**src/hw/rtl/tts_pkg.sv**
```systemverilog
// Shared types and codes for the text terminal scrollback block.
`default_nettype none
package tts_pkg;
	localparam logic [2:0] REQ_WRITE = 3'd0;
	localparam logic [2:0] REQ_BACKSPACE = 3'd1;
	localparam logic [2:0] REQ_SCROLL = 3'd2;
	localparam logic [2:0] REQ_READ = 3'd3;
	localparam logic [2:0] REQ_CLEAR = 3'd4;

	localparam logic [2:0] KEY_PGUP = 3'd0;
	localparam logic [2:0] KEY_PGDN = 3'd1;
	localparam logic [2:0] KEY_UP = 3'd2;
	localparam logic [2:0] KEY_DOWN = 3'd3;
	localparam logic [2:0] KEY_HOME = 3'd4;
	localparam logic [2:0] KEY_END = 3'd5;

	localparam logic [7:0] BLANK_CHAR = 8'h20;
	localparam logic [7:0] NEWLINE_CODE = 8'd10;
	localparam logic [7:0] RESET_ATTR = 8'h07;
	localparam int PAGE_STEP = 10;

	// One queued request as handed from the front end to the back end.
	typedef struct packed {
		logic [2:0] req_type;
		logic [7:0] char_code;
		logic [2:0] scroll_key;
		logic       ctrl_held;
		logic [4:0] view_row;
		logic [6:0] view_col;
		logic       row_ok;
		logic       is_newline;
	} req_t;
endpackage
`default_nettype wire

```
**src/hw/rtl/tts_front.sv**
```systemverilog
// Front end: takes requests, classifies them and queues them for the back end.
`default_nettype none
module tts_front
	import tts_pkg::*;
#(
	parameter int COLUMNS = 80,
	parameter int ROWS = 25,
	parameter int DEPTH = 2
) (
	input  wire logic       clk,
	input  wire logic       arst_n,
	input  wire logic       in_valid,
	output logic            in_stall,
	input  wire logic [2:0] req_type,
	input  wire logic [7:0] char_code,
	input  wire logic [2:0] scroll_key,
	input  wire logic       ctrl_held,
	input  wire logic [4:0] view_row,
	input  wire logic [6:0] view_col,
	output logic            q_valid,
	output req_t            q_data,
	input  wire logic       q_take
);
	localparam int PW = (DEPTH > 1) ? $clog2(DEPTH) : 1;
	localparam int CW = $clog2(DEPTH + 1);

	req_t          fifo_q [DEPTH];
	logic [PW-1:0] wr_ptr_q, rd_ptr_q;
	logic [CW-1:0] count_q;
	logic          push, pop;
	req_t          item;

	// Classify the incoming request.
	always_comb begin
		item.req_type = req_type;
		item.char_code = char_code;
		item.scroll_key = scroll_key;
		item.ctrl_held = ctrl_held;
		item.view_row = view_row;
		item.view_col = view_col;
		item.row_ok = (32'(view_row) < ROWS) && (32'(view_col) < COLUMNS);
		item.is_newline = (char_code == NEWLINE_CODE);
	end

	assign in_stall = (32'(count_q) == DEPTH);
	assign push = in_valid && !in_stall;
	assign pop = q_take && q_valid;
	assign q_valid = (count_q != '0);
	assign q_data = fifo_q[rd_ptr_q];

	// Queue storage.
	always_ff @(posedge clk) begin
		if (push) begin
			fifo_q[wr_ptr_q] <= item;
		end
	end

	// Queue pointers.
	always_ff @(posedge clk or negedge arst_n) begin
		if (!arst_n) begin
			wr_ptr_q <= '0;
			rd_ptr_q <= '0;
			count_q <= '0;
		end else begin
			if (push) begin
				wr_ptr_q <= (32'(wr_ptr_q) == DEPTH - 1) ? '0 : wr_ptr_q + 1'b1;
			end
			if (pop) begin
				rd_ptr_q <= (32'(rd_ptr_q) == DEPTH - 1) ? '0 : rd_ptr_q + 1'b1;
			end
			count_q <= count_q + CW'(push) - CW'(pop);
		end
	end

	a_no_overflow: assert property (@(posedge clk) disable iff (!arst_n)
		32'(count_q) <= DEPTH) else $error("queue count overflow");
	a_push_full: assert property (@(posedge clk) disable iff (!arst_n)
		(32'(count_q) == DEPTH) |-> !push) else $error("push into full queue");
	a_count_step: assert property (@(posedge clk) disable iff (!arst_n)
		(push && !pop) |=> count_q == $past(count_q) + 1'b1) else $error("count step");
endmodule
`default_nettype wire

```
**config.mk**
```make
export PLATFORM = sky130hd
export DESIGN_NAME = tts_front
export DESIGN_NICKNAME = d
export VERILOG_FILES = /design/src/hw/rtl/tts_pkg.sv /design/src/hw/rtl/tts_front.sv
export SDC_FILE = /design/constraint.sdc
export NUM_CORES = 1
export LEC_CHECK = 0
export BUFFER_PORTS_ARGS = -buffer_cell sky130_fd_sc_hd__buf_2
export CAP_MARGIN = 5
export CORE_MARGIN = 5
export CORE_UTILIZATION = 28
export CTS_CLUSTER_DIAMETER = 120
export DETAILED_ROUTE_END_ITERATION = 7
export PLACE_DENSITY = 0.56
export SYNTH_ARGS = -nofsm -noshare
export SYNTH_HDL_FRONTEND = slang
export SYNTH_SLANG_ARGS = --single-unit
export TNS_END_PERCENT = 50
```
**constraint.sdc**
```tcl
create_clock -name clk -period 2.5 [get_ports clk]
set_input_delay 0.25 -clock clk [delete_from_list [all_inputs] [get_ports clk]]
set_output_delay 0.25 -clock clk [all_outputs]
set_load 0.02 [all_outputs]
```
==> metrics.yaml, run 1 <==
synthesis:
  synth_top_family_by_area: "multiplexers"
  syn_area_mm2: 0.00233
  synth.most_common_cell: "edfxtp_1"
  ys_async_sr_fraction_pct: 6.45
  synthTopCellsByArea: "edfxtp_1 75%, mux2_2 14%, dfrtp_1 4.3%, xnor2_1 1.1%, ha_1 1.1%"
  synthXorXnorAreaFrac_pct: 1.50
  yosys.area_share.simple_pct: 2.74
  synth_area_per_cell_um2: 20.4
  synth_fa_ha_area_share_pct: 1.07
  synth_compound_area_share_pct: 0.591
  yosys.area.top_type: "edfxtp_1"
  ys_seq_elements: 62
  synth_cell_types: 19
  synth_commonest_cells: "58 x edfxtp_1, 29 x mux2_2, 4 x dfrtp_1"
  synth_mux_area_share_pct: 14.0
  synthesis.nets: 147
  synth_warnings: 0
  yosys.area.top_type_share_pct: 74.8
  postSynthCellCount: 114
  synth_edf_count: 58
  synth_ff_type: "edfxtp_1"
  yosysSeqAreaShare_pct: 79.1
cts:
  clkSlewWorstSetupHoldPaths_ns: 0.06
  cts.sinks: 62
  cts_tree: "yes"
  cts_root_buffer: "clkbuf_8"
  h-tree-depth: 3
  post_cts.repair.setup_buffers: 0
  clockBufferDepth: 2
  numCtsBuffers: 9
  clk_latency_ns: 0.32
floorplan:
  die_x_um: 101
  pin_count: 62
  die_h_um: 101
  rows: 33
  core_area_mm2: 0.00818
  initial_core_util_pct: 28.5
  dieArea_mm2: 0.0102
grt:
  grt_pass1_vias: 1381
  grt_util_met1_pct: 10.5
  use_met3_pct: 3.44
  grt_use_total_pct: 8.91
  antenna_found_initial: 0
  grt-ovfl-total: 0
  grt_use_met2_pct: 14.0
  busiest_layer: "met2"
  grt_max_degree: 17
  grt_first_pass_wirelength_mm: 6.66
detailed_routing:
  via_per_inst: 4.18
  drtPass1Iterations: 2
  drc: 0
  drt_iter0_markers: 16
  ant_nets: 0
  wl_per_cell_um: 14.2
  totalWireLength_mm: 4.25
  vias: 1254
critical_path:
  path_class: "reg -> reg"
  crit_path_end_kind: "register"
  crit_path_max_fanout: 3
  cp.required_ns: 2.74
  crit_arrival_ns: 1.95
  critPathLaunchType: "register"
final_layout:
  num-nets-final: 223
  drive_gt1_share_pct: 56.4
  antennaDiodeCount: 0
  final-seq-area_mm2: 0.00184
  multi_input_area_um2: 467
  fill_cells: 815
  fin_area_mm2: 0.00301
  area_delta_synth_final_pct: 29.4
timing:
  fin_skew_ns: 0.00529
  setup_viol: 0
  worstMarginPinSlew_ns: 0.238
  final.period_utilization_pct: 68.0
  fmax_mhz: 588
  maxSlewHeadroom_pct: 84.0
  finalSetupTns_ns: 0
  rsz0062_at_grt: "false"
  post-route-min-period_ns: 1.70
  hold_violations: 0
  slew_violations: 0
power:
  cellPowerDensity_mw_per_mm2: 1210
  finalPower_mw: 3.64
  peakVddDrop_v: 0.000502
  leakagePower_nw: 1.14
min_path:
  min_path_type: "in -> reg"
job:
  max_cap_violations: 0
status:
  outcome: "finished, final reports clean"
placement:
  portBuffers: 61
  gp_congestion: 0.658
  place_hpwl_mm: 2.96
  place_area_mm2: 0.00280
power breakdown:
| group | internal [mW] | switching [mW] | total, mW |
|---|---|---|---|
| Combinational | 0.505 | 0.738 | 1.24 |
| Clock | 0.559 | 0.356 | 0.915 |
| Sequential | 1.42 | 0.0604 | 1.48 |
stage by stage:
step / setup WS, ns / hold WS (ns) / instances / utilization (%)
after floorplan: 0.265 / -0.0456 / 114 / -
after global placement: 0.874 / 0.0619 / 283 / 34.2
after detailed placement: 0.836 / 0.0627 / 283 / 34.2
after CTS: 0.751 / 0.0878 / 300 / 36.9
after global routing: 0.680 / 0.0897 / 300 / 36.9
final: 0.799 / 0.115 / 300 / 36.9
cell usage in the layout, fill, tap and decap left out, types with 2 or more instances in the layout:
master,n
clkbuf_8,9
ha_1,2
clkbuf_1,3
xnor2_1,3
edfxtp_1,58
dfrtp_1,4
buf_2,61
buf_4,6
inv_1,2
bufinv_16,2
mux2_2,29
kinds of logic after synthesis:
| group | Yosys count |
|---|---|
| AND/OR/NAND/NOR | 10 |
| buffers and inverters | 5 |
| flip-flops | 62 |
| XOR/XNOR | 4 |
| adder cells (fa/ha/maj) | 2 |
| AO/OA/AOI/OAI | 2 |
| multiplexers | 29 |
final timing paths:
path                                 end  slack (ns)  cells after the start   startpoint
max in group asynchronous       wr_ptr_q        2.12                      2       arst_n
min reg2reg                   count_q[1]        0.49                      1   count_q[1]
max                           count_q[1]        0.80                      7   count_q[1]
min                        fifo_q[1][26]        0.12                      1  req_type[0]
min in group asynchronous     count_q[0]        0.25                      2       arst_n
max reg2reg                   count_q[1]        0.80                      7   count_q[1]
registers in the layout (all words and copies together) (netlist names):
register,count
fifo_q,58
rd_ptr_q,1
count_q,2
wr_ptr_q,1
cell type report:
type,instances,area share (%)
multi-input combinational,47,15.5
inverter,2,0.249
clock buffer,12,4.48
clock inverter,4,2.37
sequential,62,61.1
timing repair buffer,68,12.0
tap,105,4.36
layer usage:
layer  vias up  wire [um]
met5         -          0
met4         0         74
met3         9        335
met2        44       2020
met1       609       1820
li1        592          -
critical path: stages (launching register included):
cell	delay [ns]
dfrtp_1	0.40
or2_1	0.24
and2_4	0.17
ha_1	0.27
inv_1	0.04
ha_1	0.18
xnor2_1	0.19
xnor2_1	0.14
what timing repair did:
| item | in CTS | in global routing |
|---|---|---|
| hold endpoints to repair | 4 | 0 |
| setup endpoints to repair | 0 | 0 |
| hold buffers | 1 | 0 |
| resized for setup | 0 | 0 |
Note: power is estimated with default switching activity, not from simulation.
==> run 2, diff against run 1 <==
==> constraint.sdc (replaced) <==
create_clock -name clk -period 1.6 [get_ports clk]
set_input_delay 0.16 -clock clk [delete_from_list [all_inputs] [get_ports clk]]
set_output_delay 0.16 -clock clk [all_outputs]
set_load 0.02 [all_outputs]
==> metrics.yaml, run 2 (synthesis results as in run 1) <==
status:
  outcome: "finished with violations"
  violations: "setup timing"
critical_path:
  path_class: "reg -> out"
  critPathMaxStageDelay_ns: 0.43  # +0.03 ns
  reg2reg_from: "count_q[0]"
  cp.depth: 3  # -4
  crit_path_max_fanout: 15  # +12
  worst-r2r-cell-count: 7  # unchanged
  rrSetupSlack_ns: 0.01  # -0.79 ns
  cp.required_ns: 1.44  # -1.30 ns
  critPathLaunchType: "register"
  cp_slowest_cell: "dfrtp_2"
  worst-path-buf-inv: 2  # +1
  crit_arrival_ns: 1.45  # -0.50 ns
  worstPathCellList: "buf_12 -> mux2_2 -> buf_4"
  crit_path_end_kind: "primary output"
  path_delay_family: "flip-flops"
  timing.rr.end: "count_q[1]"
grt:
  grt_pass1_vias: 1418  # +2.7%
  grt_first_pass_wirelength_mm: 7.08  # +6.3%
  grt-ovfl-total: 0  # unchanged
  grt_use_total_pct: 9.52  # +0.62 points
  grt_max_degree: 17  # unchanged
  antenna_found_initial: 0  # unchanged
final_layout:
  multi_input_area_um2: 519  # +11%
  area_delta_synth_final_pct: 41.9
  largest_register_ffs: 58  # unchanged
  max_flop_register: "fifo_q"
  drive_gt1_share_pct: 59.0  # +2.6 points
  top_regs: "fifo_q x58, count_q x2"
  final-seq-area_mm2: 0.00184  # about the same
  num-nets-final: 238  # +6.7%
  fill_cells: 772  # -5.3%
  fin_cells: 315  # +5.0%
  antennaDiodeCount: 0  # unchanged
  fin_area_mm2: 0.00330  # +9.6%
  final_cell_mix: "58 x edfxtp_1, 51 x buf_2, 25 x mux2_2, 13 x buf_4, 11 x dlygate4sd3_1"
  final_common_cell: "edfxtp_1"
floorplan:
  core_area_mm2: 0.00818  # unchanged
  die_h_um: 101  # unchanged
  die_x_um: 101  # unchanged
  initial_core_util_pct: 28.5  # unchanged
  dieArea_mm2: 0.0102  # unchanged
  rows: 33  # unchanged
  pin_count: 62  # unchanged
timing:
  worstMarginPinSlew_ns: 0.303  # +0.0657 ns
  final.period_utilization_pct: 101
  rsz0062_at_grt: "true"
  setup_viol: 12  # +12
  fmax_mhz: 620
  setup_ws_ns: -0.0139  # -0.813 ns
  post-route-min-period_ns: 1.61
  fin_skew_ns: 0.00688  # +0.00159 ns
  hold_violations: 0  # unchanged
  maxSlewHeadroom_pct: 79.6  # -4.4 points
  finalSetupTns_ns: -0.0858  # -0.0858 ns
  slew_violations: 0  # unchanged
placement:
  place_area_mm2: 0.00288  # +2.8%
  portBuffers: 61  # unchanged
  dp_slack_ns: -0.0532  # -0.889 ns
  dp.cells: 286  # +1.1%
  place_hpwl_mm: 2.95  # -0.29%
  gp_congestion: 0.716  # +8.8%
job:
  max_cap_violations: 0  # unchanged
min_path:
  whs_endpoint: "fifo_q[0][7]"
  min_path_type: "in -> reg"
  worstHoldPathCells: 1  # unchanged
  hold_start: "view_col[5]"
cts:
  clk_latency_ns: 0.33  # about the same
  h-tree-depth: 3  # unchanged
  clkSlewWorstSetupHoldPaths_ns: 0.07  # about the same
  cts_tree: "yes"
  cts_root_buffer: "clkbuf_8"
  numCtsBuffers: 9  # unchanged
  clockBufferDepth: 2  # unchanged
  cts.sinks: 62  # unchanged
detailed_routing:
  wl_per_cell_um: 14.5  # +2.6%
  via_per_inst: 4.14  # -0.89%
  drt_iter0_markers: 43  # +27
  ant_nets: 0  # unchanged
  drtPass1Iterations: 2  # unchanged
  totalWireLength_mm: 4.58  # +7.7%
  drc: 0  # unchanged
  vias: 1305  # +4.1%
power:
  peakVddDrop_v: 0.000934  # +86%
  finalPower_mw: 6.12  # +68%
  leakagePower_nw: 1.26  # +11%
  cellPowerDensity_mw_per_mm2: 1850  # +53%
==> run 2: cell count changes in the layout (fill, tap and decap cells not counted), sizes merged <==
cell / delta
clkinv: +3
bufinv: -1
dlygate4sd3: +10
inv: +1
clkbuf: -3
buf: +5
==> run 2: metrics by stage <==
step,util [%],hold WS (ns)
global placement,35.2,-0.0261
floorplan,-,-0.136
global route,40.4,0.00398
CTS,39.1,0.000456
detailed placement,35.2,-0.0258
finish,40.4,0.0310
==> run 2: repair_timing <==
item | 4_1_cts | 5_1_grt
pin swaps | 0 | 2
gates resized for setup | 7 | 17
hold endpoints to repair | 16 | 6
cloned | 1 | 0
buffers inserted | 0 | 1
endpoints found under the setup margin | 30 | 30
hold buffers | 8 | 3
==> run 2: metal layers <==
metal	track usage (%)	vias to the layer above	wire, um
li1	-	629	-
met2	14.4	40	2140
met4	3.99	0	53
met5	0	-	0
met3	4.27	6	309
met1	11.9	630	2080
==> run 2: power breakdown <==
| group | internal (mW) | switching [mW] | total (mW) | leakage, nW |
|---|---|---|---|---|
| Clock | 0.723 | 0.606 | 1.33 | 0.0996 |
| Sequential | 2.23 | 0.112 | 2.34 | 0.585 |
| Combinational | 1.18 | 1.28 | 2.46 | 0.576 |
| Total | 4.13 | 1.99 | 6.12 | 1.26 |
==> run 2: final cells by class <==
type,count,share of cell area [%]
sequential,62,55.8
timing repair buffer,83,18.3
multi-input combinational,47,15.7
tap,105,3.98
clock buffer,9,3.75
clock inverter,7,2.23
inverter,2,0.227
==> run 2: how the worst max path moves through the flow <==
stage,start,to
after floorplan,count_q[1],count_q[1]
after global placement,count_q[1],count_q[1]
after detailed placement,count_q[1],count_q[1]
after CTS,rd_ptr_q,q_data[14]
after global routing,rd_ptr_q,q_data[3]
final,rd_ptr_q,q_data[8]
==> run 3, diff against run 2 <==
--- a/config.mk
+++ b/config.mk
@@ -12,6 +12,8 @@
 export CTS_CLUSTER_DIAMETER = 120
 export DETAILED_ROUTE_END_ITERATION = 7
 export PLACE_DENSITY = 0.56
+export REMOVE_ABC_BUFFERS = 1
+export SKIP_LAST_GASP = 1
 export SYNTH_ARGS = -nofsm -noshare
 export SYNTH_HDL_FRONTEND = slang
 export SYNTH_SLANG_ARGS = --single-unit
==> metrics.yaml, run 3 (synthesis results as in run 1) <==
min_path:
  hold_start: "scroll_key[2]"
  min_path_type: "in -> reg"
  worstHoldPathCells: 1  # unchanged
  whs_endpoint: "fifo_q[1][17]"
timing:
  worstMarginPinSlew_ns: 0.270  # -0.0333 ns
  setup_ws_ns: 0.00168  # +0.0155 ns
  fin_skew_ns: 0.00459  # -0.00229 ns
  setup_viol: 0  # -12
  slew_violations: 0  # unchanged
  hold_violations: 0  # unchanged
  post-route-min-period_ns: 1.60  # -0.0155 ns
  finalSetupTns_ns: 0  # +0.0858 ns
  final.period_utilization_pct: 99.9  # -0.97 points
  fmax_mhz: 626  # +0.97%
  maxSlewHeadroom_pct: 81.8  # +2.2 points
  rsz0062_at_grt: "true"
  hold_slack_ns: 0.0230  # -0.00801 ns
critical_path:
  cp.required_ns: 1.44  # about the same
  rrSetupSlack_ns: 0.002  # about the same
  crit_path_end_kind: "primary output"
  reg2reg_from: "count_q[0]"
  critPathLaunchType: "register"
  crit_path_max_fanout: 16  # +1
  worst-r2r-cell-count: 7  # unchanged
  crit_arrival_ns: 1.44  # about the same
  path_class: "reg -> out"
  timing.rr.end: "count_q[1]"
grt:
  grt_first_pass_wirelength_mm: 7.02  # -0.88%
  grt_max_degree: 17  # unchanged
  grt_use_met2_pct: 14.4  # unchanged
  use_met3_pct: 3.10  # -1.2 points
  antenna_found_initial: 0  # unchanged
  grt_pass1_vias: 1465  # +3.3%
  grt-ovfl-total: 0  # unchanged
  grt_util_met1_pct: 11.5  # -0.34 points
  grt_use_total_pct: 9.33  # -0.19 points
  busiest_layer: "met2"
placement:
  portBuffers: 61  # unchanged
  place_hpwl_mm: 3.04  # +3.0%
  gp_congestion: 0.780  # +8.9%
  dp_slack_ns: -0.0356  # +0.0175 ns
cts:
  clkSlewWorstSetupHoldPaths_ns: 0.07  # about the same
  cts.sinks: 62  # unchanged
  cts_root_buffer: "clkbuf_8"
  clockBufferDepth: 2  # unchanged
  numCtsBuffers: 9  # unchanged
  cts_tree: "yes"
  h-tree-depth: 3  # unchanged
  clk_latency_ns: 0.33  # about the same
floorplan:
  dieArea_mm2: 0.0102  # unchanged
  rows: 33  # unchanged
  initial_core_util_pct: 28.5  # unchanged
  core_area_mm2: 0.00818  # unchanged
  pin_count: 62  # unchanged
  die_x_um: 101  # unchanged
  die_h_um: 101  # unchanged
detailed_routing:
  drc: 0  # unchanged
  drtPass1Iterations: 4  # +2
  via_per_inst: 4.19  # +1.3%
  ant_nets: 0  # unchanged
  totalWireLength_mm: 4.43  # -3.3%
  vias: 1313  # +0.61%
  wl_per_cell_um: 14.2  # -2.7%
  drt_iter0_markers: 36  # -16%
final_layout:
  antennaDiodeCount: 0  # unchanged
  top_regs: "fifo_q x58, count_q x2"
  fill_cells: 786  # +1.8%
  largest_register_ffs: 58  # unchanged
  num-nets-final: 236  # -0.84%
  final-seq-area_mm2: 0.00184  # unchanged
  drive_gt1_share_pct: 60.1  # +1.0 points
  final_common_cell: "buf_2"
  multi_input_area_um2: 507  # -2.4%
  area_delta_synth_final_pct: 38.7
  max_flop_register: "fifo_q"
  final_cell_mix: "61 x buf_2, 58 x edfxtp_1, 29 x mux2_2, 9 x clkbuf_8, 8 x dlygate4sd3_1"
status:
  outcome: "finished, final reports clean"
power:
  peakVddDrop_v: 0.000944  # +1.1%
  leakagePower_nw: 1.21  # -3.8%
  cellPowerDensity_mw_per_mm2: 1840  # -0.66%
job:
  max_cap_violations: 0  # unchanged
run 3: cell types whose count changed in the layout (fill, tap and decap cells not counted), sizes merged:
cell | before | now
buf | 72 | 73
clkbuf | 9 | 10
clkinv | 4 | 2
clkinvlp | 1 | 3
dlygate4sd3 | 11 | 8
inv | 3 | 2
run 3: metal layers:
| layer | share of wire (%) | routed length (um) | vias to the layer above |
|---|---|---|---|
| met1 | 44 | 1950 | 639 |
| met3 | 5.9 | 260 | 9 |
| met4 | 2.3 | 104 | 0 |
| met5 | 0 | 0 | - |
| met2 | 48 | 2120 | 45 |
| li1 | - | - | 620 |
run 3: area by class of cell:
class	instances	share of cell area [%]
sequential	62	57.1
clock buffer	10	3.95
inverter	2	0.232
timing repair buffer	81	17.0
clock inverter	6	1.94
multi-input combinational	47	15.7
tap	105	4.07
run 3: worst max-delay path by stage:
stage | end | startpoint | slack (ns)
final | q_data[13] | rd_ptr_q | 0.002
after global routing | count_q[1] | count_q[0] | -0.1
after CTS | q_data[13] | rd_ptr_q | -0.07
after detailed placement | count_q[1] | count_q[1] | -0.04
after global placement | count_q[1] | count_q[1] | 0.01
after floorplan | fifo_q[0][0] | count_q[1] | -0.63
run 3: timing repair:
action,in CTS,in global routing
pin swaps,0,6
buffers inserted,1,1
resized for setup,3,7
hold buffers,8,0
setup endpoints to repair,16,30
hold endpoints to repair,18,0
run 3: through the flow:
stage | power (mW) | instances | utilization (%) | area, um2
2_1_floorplan | 3.64 | 111 | - | 2310
3_3_place_gp | 4.54 | 287 | 35.4 | 2900
3_5_place_dp | 4.57 | 287 | 35.4 | 2900
4_1_cts | 5.97 | 312 | 39.0 | 3190
5_1_grt | 6.29 | 313 | 39.5 | 3230
6_report | 5.95 | 313 | 39.5 | 3230
run 3: where the power goes:
group	switching, mW	internal, mW	total [mW]
logic	1.24	1.08	2.33
clock network	0.574	0.712	1.29
registers	0.107	2.23	2.33
total	1.92	4.02	5.95
run 3: worst max-delay path: stages (launching register included):
cell and delay (ns):
dfrtp_2 0.41, buf_12 0.17, mux2_2 0.37, buf_2 0.16
